File: config.mk
export PLATFORM = sky130hd
export DESIGN_NAME = zoned_track_sector_to_block_unit
export DESIGN_NICKNAME = d
export VERILOG_FILES = /design/src/zts_pkg.sv /design/src/zts_zone.sv /design/src/zts_addr.sv /design/src/zoned_track_sector_to_block_unit.sv
export SDC_FILE = /design/constraint.sdc
export NUM_CORES = 1
export LEC_CHECK = 0
export BUFFER_PORTS_ARGS = -buffer_cell sky130_fd_sc_hd__buf_2
export CORE_MARGIN = 4
export CORE_UTILIZATION = 46
export DETAILED_ROUTE_END_ITERATION = 8
export RECOVER_POWER = 100
export SYNTH_ARGS = -nofsm -noshare
export SYNTH_HDL_FRONTEND = slang
export SYNTH_SLANG_ARGS = --single-unit
export TNS_END_PERCENT = 1
File: constraint.sdc
create_clock -name clk -period 4.54 [get_ports clk]
set_input_delay 0.454 -clock clk [delete_from_list [all_inputs] [get_ports clk]]
set_output_delay 0.454 -clock clk [all_outputs]
set_load 0.02 [all_outputs]
File: src/zts_pkg.sv
// ----------------------------------------------------------------------------
// zts_pkg
// Types, geometry codes and zone tables for the track/sector to block unit.
// ----------------------------------------------------------------------------
package zts_pkg;

  localparam int GeoW   = 3;
  localparam int TrackW = 8;
  localparam int SectW  = 8;
  localparam int AddrW  = 13;
  localparam int TrelW  = 7;
  localparam int SptW   = 6;
  localparam int BaseW  = 11;
  localparam int SideW  = 12;

  localparam logic [GeoW-1:0] GEO_35_SINGLE = 3'd0;
  localparam logic [GeoW-1:0] GEO_35_DOUBLE = 3'd1;
  localparam logic [GeoW-1:0] GEO_77_SINGLE = 3'd2;
  localparam logic [GeoW-1:0] GEO_77_DOUBLE = 3'd3;
  localparam logic [GeoW-1:0] GEO_FLAT      = 3'd4;

  localparam logic [TrackW-1:0] SIDE35_TRACKS = 8'd35;
  localparam logic [TrackW-1:0] SIDE77_TRACKS = 8'd77;
  localparam logic [TrackW-1:0] FLAT_TRACKS   = 8'd80;
  localparam logic [SideW-1:0]  SIDE35_BLOCKS = 12'd683;
  localparam logic [SideW-1:0]  SIDE77_BLOCKS = 12'd2083;

  typedef enum logic [1:0] {
    KIND_Z35,
    KIND_Z77,
    KIND_FLAT
  } kind_t;

  typedef struct packed {
    logic [TrelW-1:0] first;
    logic [SptW-1:0]  spt;
    logic [BaseW-1:0] base;
  } zone_t;

  // stage a result: side-relative track
  typedef struct packed {
    logic              ok;
    kind_t             kind;
    logic [TrelW-1:0]  t_rel;
    logic [SectW-1:0]  sector;
    logic [SideW-1:0]  side_add;
  } dec_t;

  // stage b result: zone resolved
  typedef struct packed {
    logic              ok;
    logic [TrelW-1:0]  trk_off;
    logic [SptW-1:0]   spt;
    logic [BaseW-1:0]  base;
    logic [SectW-1:0]  sector;
    logic [SideW-1:0]  side_add;
  } zone_beat_t;

  function automatic zone_t zone_of(kind_t kind, logic [TrelW-1:0] t_rel);
    zone_t z;
    z = '0;
    unique case (kind)
      KIND_Z35: begin
        if (t_rel <= 7'd17)      z = '{first: 7'd1,  spt: 6'd21, base: 11'd0};
        else if (t_rel <= 7'd24) z = '{first: 7'd18, spt: 6'd19, base: 11'd357};
        else if (t_rel <= 7'd30) z = '{first: 7'd25, spt: 6'd18, base: 11'd490};
        else                     z = '{first: 7'd31, spt: 6'd17, base: 11'd598};
      end
      KIND_Z77: begin
        if (t_rel <= 7'd39)      z = '{first: 7'd1,  spt: 6'd29, base: 11'd0};
        else if (t_rel <= 7'd53) z = '{first: 7'd40, spt: 6'd27, base: 11'd1131};
        else if (t_rel <= 7'd64) z = '{first: 7'd54, spt: 6'd25, base: 11'd1509};
        else                     z = '{first: 7'd65, spt: 6'd23, base: 11'd1784};
      end
      KIND_FLAT: z = '{first: 7'd1, spt: 6'd40, base: 11'd0};
      default:   z = '0;
    endcase
    return z;
  endfunction

endpackage

File: src/zts_zone.sv
// ----------------------------------------------------------------------------
// zts_zone
// Stages a and b: geometry decode, side split and zone lookup.
// ----------------------------------------------------------------------------
module zts_zone (
  input  logic                         clk,
  input  logic                         rst_n,
  input  logic [zts_pkg::GeoW-1:0]     geometry,
  input  logic                         in_valid,
  output logic                         in_ready,
  input  logic [zts_pkg::TrackW-1:0]   in_track,
  input  logic [zts_pkg::SectW-1:0]    in_sector,
  output logic                         zb_valid,
  input  logic                         zb_ready,
  output zts_pkg::zone_beat_t          zb_beat
);
  import zts_pkg::*;

  logic       a_valid_r;
  dec_t       a_r;
  dec_t       a_nxt;
  logic       a_ready;
  logic       b_valid_r;
  zone_beat_t b_r;
  zone_beat_t b_nxt;
  logic       b_ready;
  zone_t      zone;
  logic       trk_ok;

  assign b_ready  = !b_valid_r || zb_ready;
  assign a_ready  = !a_valid_r || b_ready;
  assign in_ready = a_ready;

  // stage a: geometry decode
  always_comb begin
    a_nxt          = '0;
    a_nxt.sector   = in_sector;
    a_nxt.t_rel    = in_track[TrelW-1:0];
    a_nxt.kind     = KIND_Z35;
    trk_ok         = in_track != '0;
    unique case (geometry)
      GEO_35_SINGLE: begin
        a_nxt.ok = trk_ok && in_track <= SIDE35_TRACKS;
      end
      GEO_35_DOUBLE: begin
        a_nxt.ok = trk_ok && in_track <= (SIDE35_TRACKS << 1);
        if (in_track > SIDE35_TRACKS) begin
          a_nxt.t_rel    = TrelW'(in_track - SIDE35_TRACKS);
          a_nxt.side_add = SIDE35_BLOCKS;
        end
      end
      GEO_77_SINGLE: begin
        a_nxt.kind = KIND_Z77;
        a_nxt.ok   = trk_ok && in_track <= SIDE77_TRACKS;
      end
      GEO_77_DOUBLE: begin
        a_nxt.kind = KIND_Z77;
        a_nxt.ok   = trk_ok && in_track <= (SIDE77_TRACKS << 1);
        if (in_track > SIDE77_TRACKS) begin
          a_nxt.t_rel    = TrelW'(in_track - SIDE77_TRACKS);
          a_nxt.side_add = SIDE77_BLOCKS;
        end
      end
      GEO_FLAT: begin
        a_nxt.kind = KIND_FLAT;
        a_nxt.ok   = trk_ok && in_track <= FLAT_TRACKS;
      end
      default: a_nxt.ok = 1'b0;
    endcase
  end

  // stage b: zone lookup and sector check
  always_comb begin
    zone             = zone_of(a_r.kind, a_r.t_rel);
    b_nxt.trk_off    = a_r.t_rel - zone.first;
    b_nxt.spt        = zone.spt;
    b_nxt.base       = zone.base;
    b_nxt.sector     = a_r.sector;
    b_nxt.side_add   = a_r.side_add;
    b_nxt.ok         = a_r.ok && (a_r.sector < {{(SectW-SptW){1'b0}}, zone.spt});
  end

  always_ff @(posedge clk) begin
    if (!rst_n) begin
      a_valid_r <= 1'b0;
      b_valid_r <= 1'b0;
    end else begin
      if (a_ready) a_valid_r <= in_valid;
      if (b_ready) b_valid_r <= a_valid_r;
    end
  end

  always_ff @(posedge clk) begin
    if (a_ready && in_valid) a_r <= a_nxt;
    if (b_ready && a_valid_r) b_r <= b_nxt;
  end

  assign zb_valid = b_valid_r;
  assign zb_beat  = b_r;

endmodule

File: src/zts_addr.sv
// ----------------------------------------------------------------------------
// zts_addr
// Stages c and d: track offset multiply, base sum and final address.
// ----------------------------------------------------------------------------
module zts_addr (
  input  logic                        clk,
  input  logic                        rst_n,
  input  logic                        zb_valid,
  output logic                        zb_ready,
  input  zts_pkg::zone_beat_t         zb_beat,
  output logic                        out_valid,
  input  logic                        out_ready,
  output logic [zts_pkg::AddrW-1:0]   out_block_address,
  output logic                        out_valid_res
);
  import zts_pkg::*;

  logic             c_valid_r;
  logic             c_ok_r;
  logic [AddrW-1:0] c_prod_r;
  logic [AddrW-1:0] c_sum_r;
  logic [AddrW-1:0] c_prod_nxt;
  logic [AddrW-1:0] c_sum_nxt;
  logic             c_ready;
  logic             d_valid_r;
  logic             d_ok_r;
  logic [AddrW-1:0] d_addr_r;
  logic [AddrW-1:0] d_addr_nxt;
  logic             d_ready;

  assign d_ready  = !d_valid_r || out_ready;
  assign c_ready  = !c_valid_r || d_ready;
  assign zb_ready = c_ready;

  assign c_prod_nxt = AddrW'(zb_beat.trk_off) * AddrW'(zb_beat.spt);
  assign c_sum_nxt  = AddrW'(zb_beat.base) + AddrW'(zb_beat.side_add)
                    + AddrW'(zb_beat.sector);
  assign d_addr_nxt = c_ok_r ? (c_prod_r + c_sum_r) : '0;

  always_ff @(posedge clk) begin
    if (!rst_n) begin
      c_valid_r <= 1'b0;
      d_valid_r <= 1'b0;
    end else begin
      if (c_ready) c_valid_r <= zb_valid;
      if (d_ready) d_valid_r <= c_valid_r;
    end
  end

  always_ff @(posedge clk) begin
    if (c_ready && zb_valid) begin
      c_ok_r   <= zb_beat.ok;
      c_prod_r <= c_prod_nxt;
      c_sum_r  <= c_sum_nxt;
    end
    if (d_ready && c_valid_r) begin
      d_ok_r   <= c_ok_r;
      d_addr_r <= d_addr_nxt;
    end
  end

  assign out_valid         = d_valid_r;
  assign out_block_address = d_addr_r;
  assign out_valid_res     = d_ok_r;

endmodule

File: src/zoned_track_sector_to_block_unit.sv
// ----------------------------------------------------------------------------
// zoned_track_sector_to_block_unit
// Maps a 1-based track and a sector to a linear block address for one of
// five disk geometries selected by the geometry register.
//
//   channel | direction | handshake           | payload
//   in      | input     | in_valid/in_ready   | in_track, in_sector
//   out     | output    | out_valid/out_ready | out_block_address, out_valid_res
//   cfg     | input     | cfg_we              | cfg_wdata (geometry)
//
// four register stages, one beat per cycle sustained while out is not stalled
// each stage holds its beat while the next one is full and stalled, so a
// stall on out only backs up the stages behind it, bubbles collapse
// synchronous active-low reset empties the pipeline and sets geometry to 0
// ----------------------------------------------------------------------------
module zoned_track_sector_to_block_unit (
  input  logic                        clk,
  input  logic                        rst_n,
  input  logic                        cfg_we,
  input  logic [zts_pkg::GeoW-1:0]    cfg_wdata,
  input  logic                        in_valid,
  output logic                        in_ready,
  input  logic [zts_pkg::TrackW-1:0]  in_track,
  input  logic [zts_pkg::SectW-1:0]   in_sector,
  output logic                        out_valid,
  input  logic                        out_ready,
  output logic [zts_pkg::AddrW-1:0]   out_block_address,
  output logic                        out_valid_res
);
  import zts_pkg::*;

  logic [GeoW-1:0] geometry_r;
  logic            zb_valid;
  logic            zb_ready;
  zone_beat_t      zb_beat;

  always_ff @(posedge clk) begin
    if (!rst_n) begin
      geometry_r <= GEO_35_SINGLE;
    end else if (cfg_we) begin
      geometry_r <= cfg_wdata;
    end
  end

  zts_zone u_zone (
    .clk       (clk),
    .rst_n     (rst_n),
    .geometry  (geometry_r),
    .in_valid  (in_valid),
    .in_ready  (in_ready),
    .in_track  (in_track),
    .in_sector (in_sector),
    .zb_valid  (zb_valid),
    .zb_ready  (zb_ready),
    .zb_beat   (zb_beat)
  );

  zts_addr u_addr (
    .clk               (clk),
    .rst_n             (rst_n),
    .zb_valid          (zb_valid),
    .zb_ready          (zb_ready),
    .zb_beat           (zb_beat),
    .out_valid         (out_valid),
    .out_ready         (out_ready),
    .out_block_address (out_block_address),
    .out_valid_res     (out_valid_res)
  );

endmodule

# --- After elaboration in Yosys (flattened, before gate mapping) ---
# Index checks and enable logic that the tools add are counted.
# Widths: inputs -> output; s select.
totals:
  elab_cells: 85
  ff_bits: 123
  output_inout_bits: 16
classes:
  n_reduce_logical: 22
  n_eq_ne: 6
  n_mul: 1
  addsub: 6
  n_lt_le_gt_ge: 14
  muxes: 15
ops:
  columns: ["operator", "count"]
  rows:
  - ["$mux 24", 5]
  - ["$pmux 24 s3", 1]
  - ["$le 8x7->1 const B", 3]
  - ["$pmux 12 s2", 1]
  - ["$le 7x5->1 const B", 3]
  - ["$mux 20", 1]
  - ["$le 7x6->1 const B", 2]
  - ["$mux 7", 2]
  - ["$pmux 7 s2", 1]
  - ["$add 11x12->13", 1]
  - ["$add 13x13->13", 1]
  - ["$add 13x8->13", 1]
  - ["$mul 7x6->13", 1]
  - ["$mux 12", 1]
  - ["$logic_and 1x1->1", 10]
  - ["$mux 10", 1]
  - ["$gt 8x6->1 const B", 1]
  - ["$gt 8x7->1 const B", 1]
  - ["$le 8x6->1 const B", 1]
  - ["$le 8x8->1 const B", 1]
  - ["$lt 8x6->1", 1]
  - ["$reduce_bool 8->1", 1]
  - ["$le 7x7->1 const B", 1]
  - ["$sub 7x6->7 const B", 1]
  - ["14 further kinds", 21]

# --- Longest topological paths before layout ---
# Gate-level depths: netlist of run 1.
depth:
  depth_word: 7
  mapped_depth: 14
  mapped_depth_nobuf: 13

# --- Cells and area by module ---
# From an unflattened synthesis of run 1, not the netlist that was laid out.
hier_totals:
  cells_unflattened: 661
  area_unflattened_um2: 7173.1
by_module_without_submodules:
  columns: ["mod", "cells_per_inst", "area_per_inst_um2", "n_inst"]
  rows:
  - ["zts_addr", 381, 3910.0, 1]
  - ["zts_zone", 271, 3154.3, 1]
  - ["zoned_track_sector_to_block_unit", 9, 108.9, 1]

# --- Worst setup path after synthesis of run 1 ---
# No wires, ideal clock.
synth_timing:
  kind: "reg-to-reg"
  start: "register u_addr.d_valid_r (netlist: u_addr.out_valid)"
  end: "register u_zone.b_r (netlist bit u_zone.zb_beat[11]), enable pin"
  setup_slack_ps: 701
  period_less_slack_ps: 3839
  path_buffers: 0
  path_stages_with_launch: 4
  arrival_ps: 3358
  required_ps: 4059
  setup_time_ps: 481
  path_cell_list: "dfxtp_1 nor2b_1 and2_0 a21boi_0"
synth_via:
  elab_chain_len: 5
synth_lines:
  columns: ["element", "line_no", "source"]
  rows:
  - ["from (decl)", "zts_addr.sv:25", "logic d_valid_r;"]
  - ["from (signal assigned)", "zts_addr.sv:46", "if (d_ready) d_valid_r <= c_valid_r;"]
  - ["$logic_not 1->1", "zts_addr.sv:31", "assign d_ready = !d_valid_r || out_ready;"]
  - ["$logic_or 1x1->1", "zts_addr.sv:31", null]
  - ["$logic_or 1x1->1", "zts_addr.sv:32", "assign c_ready = !c_valid_r || d_ready;"]
  - ["$logic_or 1x1->1", "zts_zone.sv:30", "assign b_ready = !b_valid_r || zb_ready;"]
  - ["$logic_and 1x1->1", "zts_zone.sv:95", "if (b_ready && a_valid_r) b_r <= b_nxt;"]
  - ["to (signal assigned)", "zts_zone.sv:95", null]
  - ["to (decl)", "zts_zone.sv:24", "zone_beat_t b_r;"]
# No other way between the ends.
# A chain may end at the register's enable or synchronous reset.

# --- Worst setup path in the final report of run 1 ---
layout_timing:
  start: "register u_zone.b_r (netlist bit u_zone.zb_beat[36])"
  end: "register u_addr.c_prod_r[12] (data pin)"
layout_via:
  elab_chain_len: 1
layout_lines:
  columns: ["element", "line_no", "source"]
  rows:
  - ["$mul 7x6->13", "zts_addr.sv:35", "assign c_prod_nxt = AddrW'(zb_beat.trk_off) * AddrW'(zb_beat.spt);"]
  - ["named net u_addr.c_prod_nxt[12]", "zts_addr.sv:22", "logic [AddrW-1:0] c_prod_nxt;"]
  - ["to (signal assigned)", "zts_addr.sv:53", "c_prod_r <= c_prod_nxt;"]
  - ["to (decl)", "zts_addr.sv:20", "logic [AddrW-1:0] c_prod_r;"]
# The timed path passes the listed nets, and every way through them passes these cells.

==> out/metrics.cfg, run 1 <==
[run_status]
status = complete, but fails checks
violations = max-capacitance violations, max-slew violations

[clock_tree]
cts_tree = built
postCtsSetupBuffers = 0
numCtsBuffers = 9
cts.repair.resized = 0
cts-htree-levels = 3
clock_latency_ps = 350
root_buffer = clkbuf_16
cts_hold_buf = 0
cts.sinks = 104
clockBufferDepth = 2
path_clk_slew_ps = 70

[cells_and_area]
final_cells = 866
utilization_pct = 51.7
antennaDiodeCount = 0
drive_gt1_share_pct = 6.30
nNetsFinal = 792
area_growth_pct = 8.87
fill_cells = 1303
design_area_um2 = 7570

[setup_path]
endpoint_kind = flip-flop
worstRegToRegCells = 12
critPathArrivalTime_ps = 3980
setup.worst_path.class = reg2reg
critical_path.startpoint_type = flip-flop
slowest_delay_ps = 550
critPathMostFrequentCell = fa_1
reg2reg_from = u_zone.zb_beat[36]
r2r_end = u_addr.c_prod_r[12]
reg2reg_slack_ps = 700
cp_slowest_cell = fa_1
path_cells = and2_0, fa_1, fa_1, inv_1, fa_1, inv_1, ha_1, nand3_1, nor2_1, nor3_1, or2_2, o311ai_0
crit_required_ps = 4680
cp_max_fo = 7

[synthesis]
synthDistinctLibCells = 69
synthesis.instances = 636
synthTopCellsByArea = edfxtp_1, ha_1, fa_1, inv_1, nand2_1
synth_area_per_cell_um2 = 10.9
yosys.area.top_type_share_pct = 41.9
synth_edf_count = 97
syn_nets = 751
synth_ff_type = edfxtp_1
ys_warn_count = 0
syn_area_um2 = 6950
ys_seq_area_share_pct = 43.9
synth_async_sr_flop_share_pct = 0
synth.largest_area_cell = edfxtp_1
synth_seq_cells = 104

[detailed_routing]
first_iter_violations = 247
postRouteAntennaNets = 0
wl_mm = 13.0
drc_errors = 0
wl_per_cell_um = 15.1
vias = 4682
drt_pass1_iterations = 4
viasPerCell = 5.41

[timing]
finClkSkew_ps = 7.11
setup_viol = 0
fin_setup_tns_ps = 0
fin_crit_sh_pct = 84.6
timing.fmax_mhz = 260
hold_viol = 0
worst_pin_slew_ps = 2970
slew_headroom_pct = -98.6
rsz0062_at_grt = false
min_period_ps = 3840
slew_violations = 81

[placement]
place_congestion = 0.897
place_inst = 850
placed_cell_area_um2 = 7350
dp_hpwl_mm = 10.4
portBuffers = 39

[die]
initial_core_util_pct = 47.5
dieArea_um2 = 17100
row_count = 44
die_height_um = 131
io_pins = 40
coreArea_um2 = 14600
die_w_um = 131

[grt]
grtUsageTotal_pct = 16.1
grt_pass1_wl_mm = 21.8
grt_start_max_net_pins = 36
gr-total-overflow = 0
grt_pass1_vias = 4687
antenna_found_initial = 0

[pwr]
p_per_area_nw_per_um2 = 364
worst_ir_drop_vdd_mv = 0.162
leakagePower_nw = 3.05

[hold_path]
holdPathEnd = u_zone.a_r[19]
hp-start = in_sector[7]
hold_path_class = in2reg
hold_path_depth = 1

[flow_run]
cap_violations = 3

## worst max-delay path by stage
| stage | startpoint | to | cells past startpoint |
|---|---|---|---|
| 6_report | u_zone.zb_beat[36] | u_addr.c_prod_r[12] | 12 |
| 5_1_grt | u_zone.zb_beat[36] | u_addr.c_prod_r[12] | 12 |
| 3_5_place_dp | u_zone.zb_beat[36] | u_addr.c_prod_r[12] | 12 |
| 2_1_floorplan | u_addr.out_valid | u_zone.zb_beat[11] | 3 |
| 3_3_place_gp | u_zone.zb_beat[39] | u_addr.c_prod_r[12] | 12 |
| 4_1_cts | u_zone.zb_beat[36] | u_addr.c_prod_r[12] | 12 |
## cells by family after synthesis
logic type,share of synthesized area (%)
AO/OA/AOI/OAI,12.7
XOR/XNOR,3.15
adder cells (fa/ha/maj),19.5
buffers and inverters,3.96
flip-flops,43.9
multiplexers,0.882
AND/OR/NAND/NOR,15.9
## registers in the layout, indices dropped and copies added (netlist names), 3 cells and up
name / count
u_zone.zb_beat: 35
geometry_r: 3
u_addr.out_block_address: 13
u_addr.c_prod_r: 13
u_addr.c_sum_r: 13
u_zone.a_r: 21
## area by class of cell
cell class	instances	area, um^2	share of cell area [%]
Sequential cell	104	3050	40.3
Timing Repair Buffer	41	180	2.38
Clock inverter	4	53.8	0.711
Tap cell	184	230	3.04
Inverter	57	214	2.83
Multi-Input combinational cell	464	3590	47.4
Clock buffer	12	246	3.26
## worst max-delay path: cells and delay by family (launching register included)
kind / cells / cell delay (ps)
AO/OA/AOI/OAI: 1 / 320
adder cells (fa/ha/maj): 4 / 1920
AND/OR/NAND/NOR: 5 / 820
flip-flops: 1 / 480
buffers and inverters: 2 / 100
## per-layer routing
metal	vias up	global-route usage [%]	part of all wire [%]
met2	94	27.9	49
li1	2372	-	-
met5	-	0	0
met1	2195	19.9	45
met3	21	3.62	3.2
met4	0	5.87	2.5
## where the power goes
| part | internal [mW] | leakage [nW] | switching (mW) |
|---|---|---|---|
| Sequential | 1.16 | 0.976 | 0.0537 |
| Combinational | 0.344 | 1.94 | 0.424 |
| Clock | 0.444 | 0.139 | 0.328 |
## synth_stat cells, types with 6 or more instances
library cell	number
edfxtp_1	97
ha_1	62
inv_1	55
nand2_1	53
nor2_1	38
a21oi_1	31
fa_1	29
and2_1	27
o21ai_0	20
nor2b_1	19
o21a_1	15
nor3_1	14
nand3_1	13
xnor2_1	13
xor2_1	12
o21ai_1	9
o211ai_1	8
dfxtp_1	7
a211oi_1	6
## layout by cell type (no fill, tap or decap), types with 12 or more instances in the layout
cell and n:
nand3_1 14, ha_1 62, o21ai_0 27, fa_1 29, clkbuf_1 22, inv_1 55
and2_1 19, xnor2_1 13, o21a_1 15, buf_2 21, nor2b_1 19, a21oi_1 31
nand2_1 53, xor2_1 12, nor2_1 38, nor3_1 14, edfxtp_1 97
## through the flow
| stage | setup slack, ps | hold WS [ps] | power (mW) |
|---|---|---|---|
| after CTS | 779 | 264 | 2.79 |
| final | 697 | 279 | 2.75 |
| after global placement | 841 | 408 | 2.00 |
| after global routing | 502 | 263 | 2.94 |
| after detailed placement | 780 | 410 | 2.01 |
| after floorplan | 701 | 400 | 1.83 |
(Power assumes the default switching activity.)
==> inputs of run 2 (changes only) <==
--- a/config.mk
+++ b/config.mk
@@ -5,10 +5,12 @@
 export SDC_FILE = /design/constraint.sdc
 export NUM_CORES = 1
 export LEC_CHECK = 0
+export ABC_AREA = 1
 export BUFFER_PORTS_ARGS = -buffer_cell sky130_fd_sc_hd__buf_2
 export CORE_MARGIN = 4
 export CORE_UTILIZATION = 46
 export DETAILED_ROUTE_END_ITERATION = 8
+export PLACE_DENSITY = 0.65
 export RECOVER_POWER = 100
 export SYNTH_ARGS = -nofsm -noshare
 export SYNTH_HDL_FRONTEND = slang
==> constraint.sdc (replaced) <==
create_clock -name clk -period 3.1 [get_ports clk]
set_input_delay 0.31 -clock clk [delete_from_list [all_inputs] [get_ports clk]]
set_output_delay 0.31 -clock clk [all_outputs]
set_load 0.02 [all_outputs]
==> out/metrics.cfg, run 2 <==
[run_status]
status = complete, but fails checks
violations = max-capacitance violations, max-slew violations, negative setup slack

[synthesis]
ys_warn_count = 0  ; unchanged
syn_nets = 829  ; +10%
yosys.area.top_type_share_pct = 42.4  ; +0.51 points
synth_edf_count = 97  ; unchanged
synthTopCellsByArea = edfxtp_1, ha_1, fa_1, inv_1, nand2_1
synth_seq_cells = 104  ; unchanged
synthMuxAreaShare_pct = 0  ; -0.88 points
synth-compound-area-share_pct = 9.87  ; -2.8 points
synthDistinctLibCells = 39  ; -43%
synth_ff_type = edfxtp_1
synthesis.instances = 714  ; +12%
ys_seq_area_share_pct = 44.5  ; +0.54 points
synth_area_per_cell_um2 = 9.62  ; -12%
synth.largest_area_cell = edfxtp_1
synthXorXnorAreaFrac_pct = 3.32  ; +0.17 points
syn_area_um2 = 6870  ; -1.2%
synth_top_family_by_area = adder cells
synth_adder_area_share_pct = 19.7  ; +0.24 points
synthTopCellsByCount = inv_1, nand2_1, edfxtp_1
synth.most_common_cell = inv_1
synth_async_sr_flop_share_pct = 0  ; unchanged
yosys.area_share.simple_pct = 14.3  ; -1.6 points

[cells_and_area]
final_cells = 987  ; +14%
final_cell_mix = inv_1, nand2_1, edfxtp_1
area_growth_pct = 15.2
layout_commonest_cell = inv_1
largest_register_ffs = 35  ; unchanged
nNetsFinal = 913  ; +15%
fill_cells = 1265  ; -2.9%
antennaDiodeCount = 0  ; unchanged
drive_gt1_share_pct = 14.7  ; +8.4 points

[timing]
finClkSkew_ps = 10.9  ; +3.79 ps
slew_headroom_pct = -16.1  ; +82 points
hold_viol = 0  ; unchanged
rsz0062_at_grt = true
slew_violations = 36  ; -56%
fin_crit_sh_pct = 109  ; +24 points
setup_viol = 7  ; +7
fin_ws_ps = -282  ; -979 ps
fin_setup_tns_ps = -1230  ; -1230 ps
timing.fmax_mhz = 296  ; +14%
min_period_ps = 3380  ; -461 ps
worst_pin_slew_ps = 1740  ; -1230 ps

[detailed_routing]
drt_pass1_iterations = 6  ; +2
wl_per_cell_um = 13.4  ; -11%
wl_mm = 13.2  ; +1.3%
wl_met3_um = 469  ; +11%
met1Wirelength_mm = 5.55  ; -6.5%
postRouteAntennaNets = 0  ; unchanged
first_iter_violations = 334  ; +35%
top_layer_used = met4
wl_met2_mm = 6.95  ; +9.2%
vias = 5012  ; +7.0%
viasPerCell = 5.08  ; -6.1%
drc_errors = 0  ; unchanged

[setup_path]
reg2reg_from = u_zone.zb_beat[35]
critical_path.startpoint_type = flip-flop
setup.worst_path.class = reg2reg
critPathArrivalTime_ps = 3490  ; -490 ps
crit_required_ps = 3200  ; -1480 ps
endpoint_kind = flip-flop
cp_max_fo = 6  ; -1
startpoint = u_zone.zb_beat[35]

[pwr]
leakagePower_nw = 3.63  ; +19%
total_power_mw = 4.54  ; +65%
p_per_area_nw_per_um2 = 574  ; +58%
worst_ir_drop_vdd_mv = 0.332  ; +100%

[placement]
place_inst = 961  ; +13%
portBuffers = 39  ; unchanged
place_congestion = 0.954  ; +6.3%
dp_hpwl_mm = 10.5  ; +1.3%

[die]
die_height_um = 130  ; -0.57%
die_w_um = 130  ; -0.57%
io_pins = 40  ; unchanged
dieArea_um2 = 16900  ; -1.1%
initial_core_util_pct = 47.1  ; -0.40 points
row_count = 44  ; unchanged
coreArea_um2 = 14600  ; -0.38%

[grt]
grt_start_max_net_pins = 36  ; unchanged
grt_pass1_wl_mm = 22.9  ; +5.0%
gr-total-overflow = 0  ; unchanged
grtUsageTotal_pct = 17.0  ; +0.90 points
antenna_found_initial = 0  ; unchanged
grt_pass1_vias = 5089  ; +8.6%

[clock_tree]
cts_tree = built
path_clk_slew_ps = 70  ; about the same
clock_latency_ps = 350  ; about the same
cts.sinks = 104  ; unchanged
clockBufferDepth = 2  ; unchanged
root_buffer = clkbuf_16
numCtsBuffers = 9  ; unchanged
cts-htree-levels = 3  ; unchanged

[hold_path]
hp-start = in_sector[4]
hold_path_class = in2reg

[flow_run]
cap_violations = 1  ; -2

-- run 2: final cells by class --
| type | instances | area (um^2) | area share [%] |
|---|---|---|---|
| Multi-Input combinational cell | 462 | 3340 | 42.2 |
| Sequential cell | 104 | 3050 | 38.6 |
| Inverter | 145 | 547 | 6.91 |
| Timing Repair Buffer | 76 | 437 | 5.52 |
| Tap cell | 184 | 230 | 2.91 |
| Clock buffer | 9 | 225 | 2.85 |
| Clock inverter | 7 | 77.6 | 0.981 |
-- run 2: cells by family after synthesis --
group / count (synthesis)
AND/OR/NAND/NOR: 222
adder cells (fa/ha/maj): 91
XOR/XNOR: 26
buffers and inverters: 148
AO/OA/AOI/OAI: 123
flip-flops: 104
-- run 2: stage by stage --
stage / hold slack, ps / setup slack (ps) / area [um^2] / util (%)
6_report: 129 / -282 / 7910 / 54.2
3_3_place_gp: 408 / -239 / 7520 / 51.6
2_1_floorplan: 400 / -181 / 6920 / -
4_1_cts: 109 / -211 / 7910 / 54.2
5_1_grt: 110 / -409 / 7910 / 54.2
3_5_place_dp: 405 / -300 / 7520 / 51.6
-- run 2: where the power goes --
| part | internal [mW] | total (mW) | leakage, nW | switching [mW] |
|---|---|---|---|---|
| sequential | 1.72 | 1.79 | 0.972 | 0.0665 |
| combinational | 0.735 | 1.61 | 2.51 | 0.879 |
| clock | 0.633 | 1.14 | 0.142 | 0.510 |
-- run 2: worst paths after layout --
kind / endpoint / slack, ps / cells past startpoint
worst max-delay path: u_addr.c_prod_r[12] / -280 / 16
worst min-delay path: u_zone.a_r[16] / 130 / 1
worst max register to register: u_addr.c_prod_r[12] / -280 / 16
worst min register to register: u_zone.zb_beat[5] / 430 / 0
-- run 2: critical path, stage by stage, from the launching register on --
cell,delay (ps)
edfxtp_1,510
nand2_1,120
inv_1,50
fa_1,460
fa_1,490
inv_1,50
fa_1,490
inv_2,50
ha_4,270
a21oi_2,50
o21a_1,160
nand2_1,80
nand2_1,70
a21boi_2,150
nor2_1,60
nand2_1,50
nand2_1,50
-- run 2: timing repair --
action,4_1_cts,5_1_grt
resized for setup,14,14
pin swaps,21,11
buffers inserted,7,3
endpoints found under the setup margin,6,9
hold buffers,0,0
-- run 2: routing by layer --
metal / GRT usage [%] / up-vias
li1: - / 2530
met1: 19.8 / 2351
met2: 31.5 / 112
met3: 2.46 / 19
met4: 6.60 / 0
met5: 0 / -
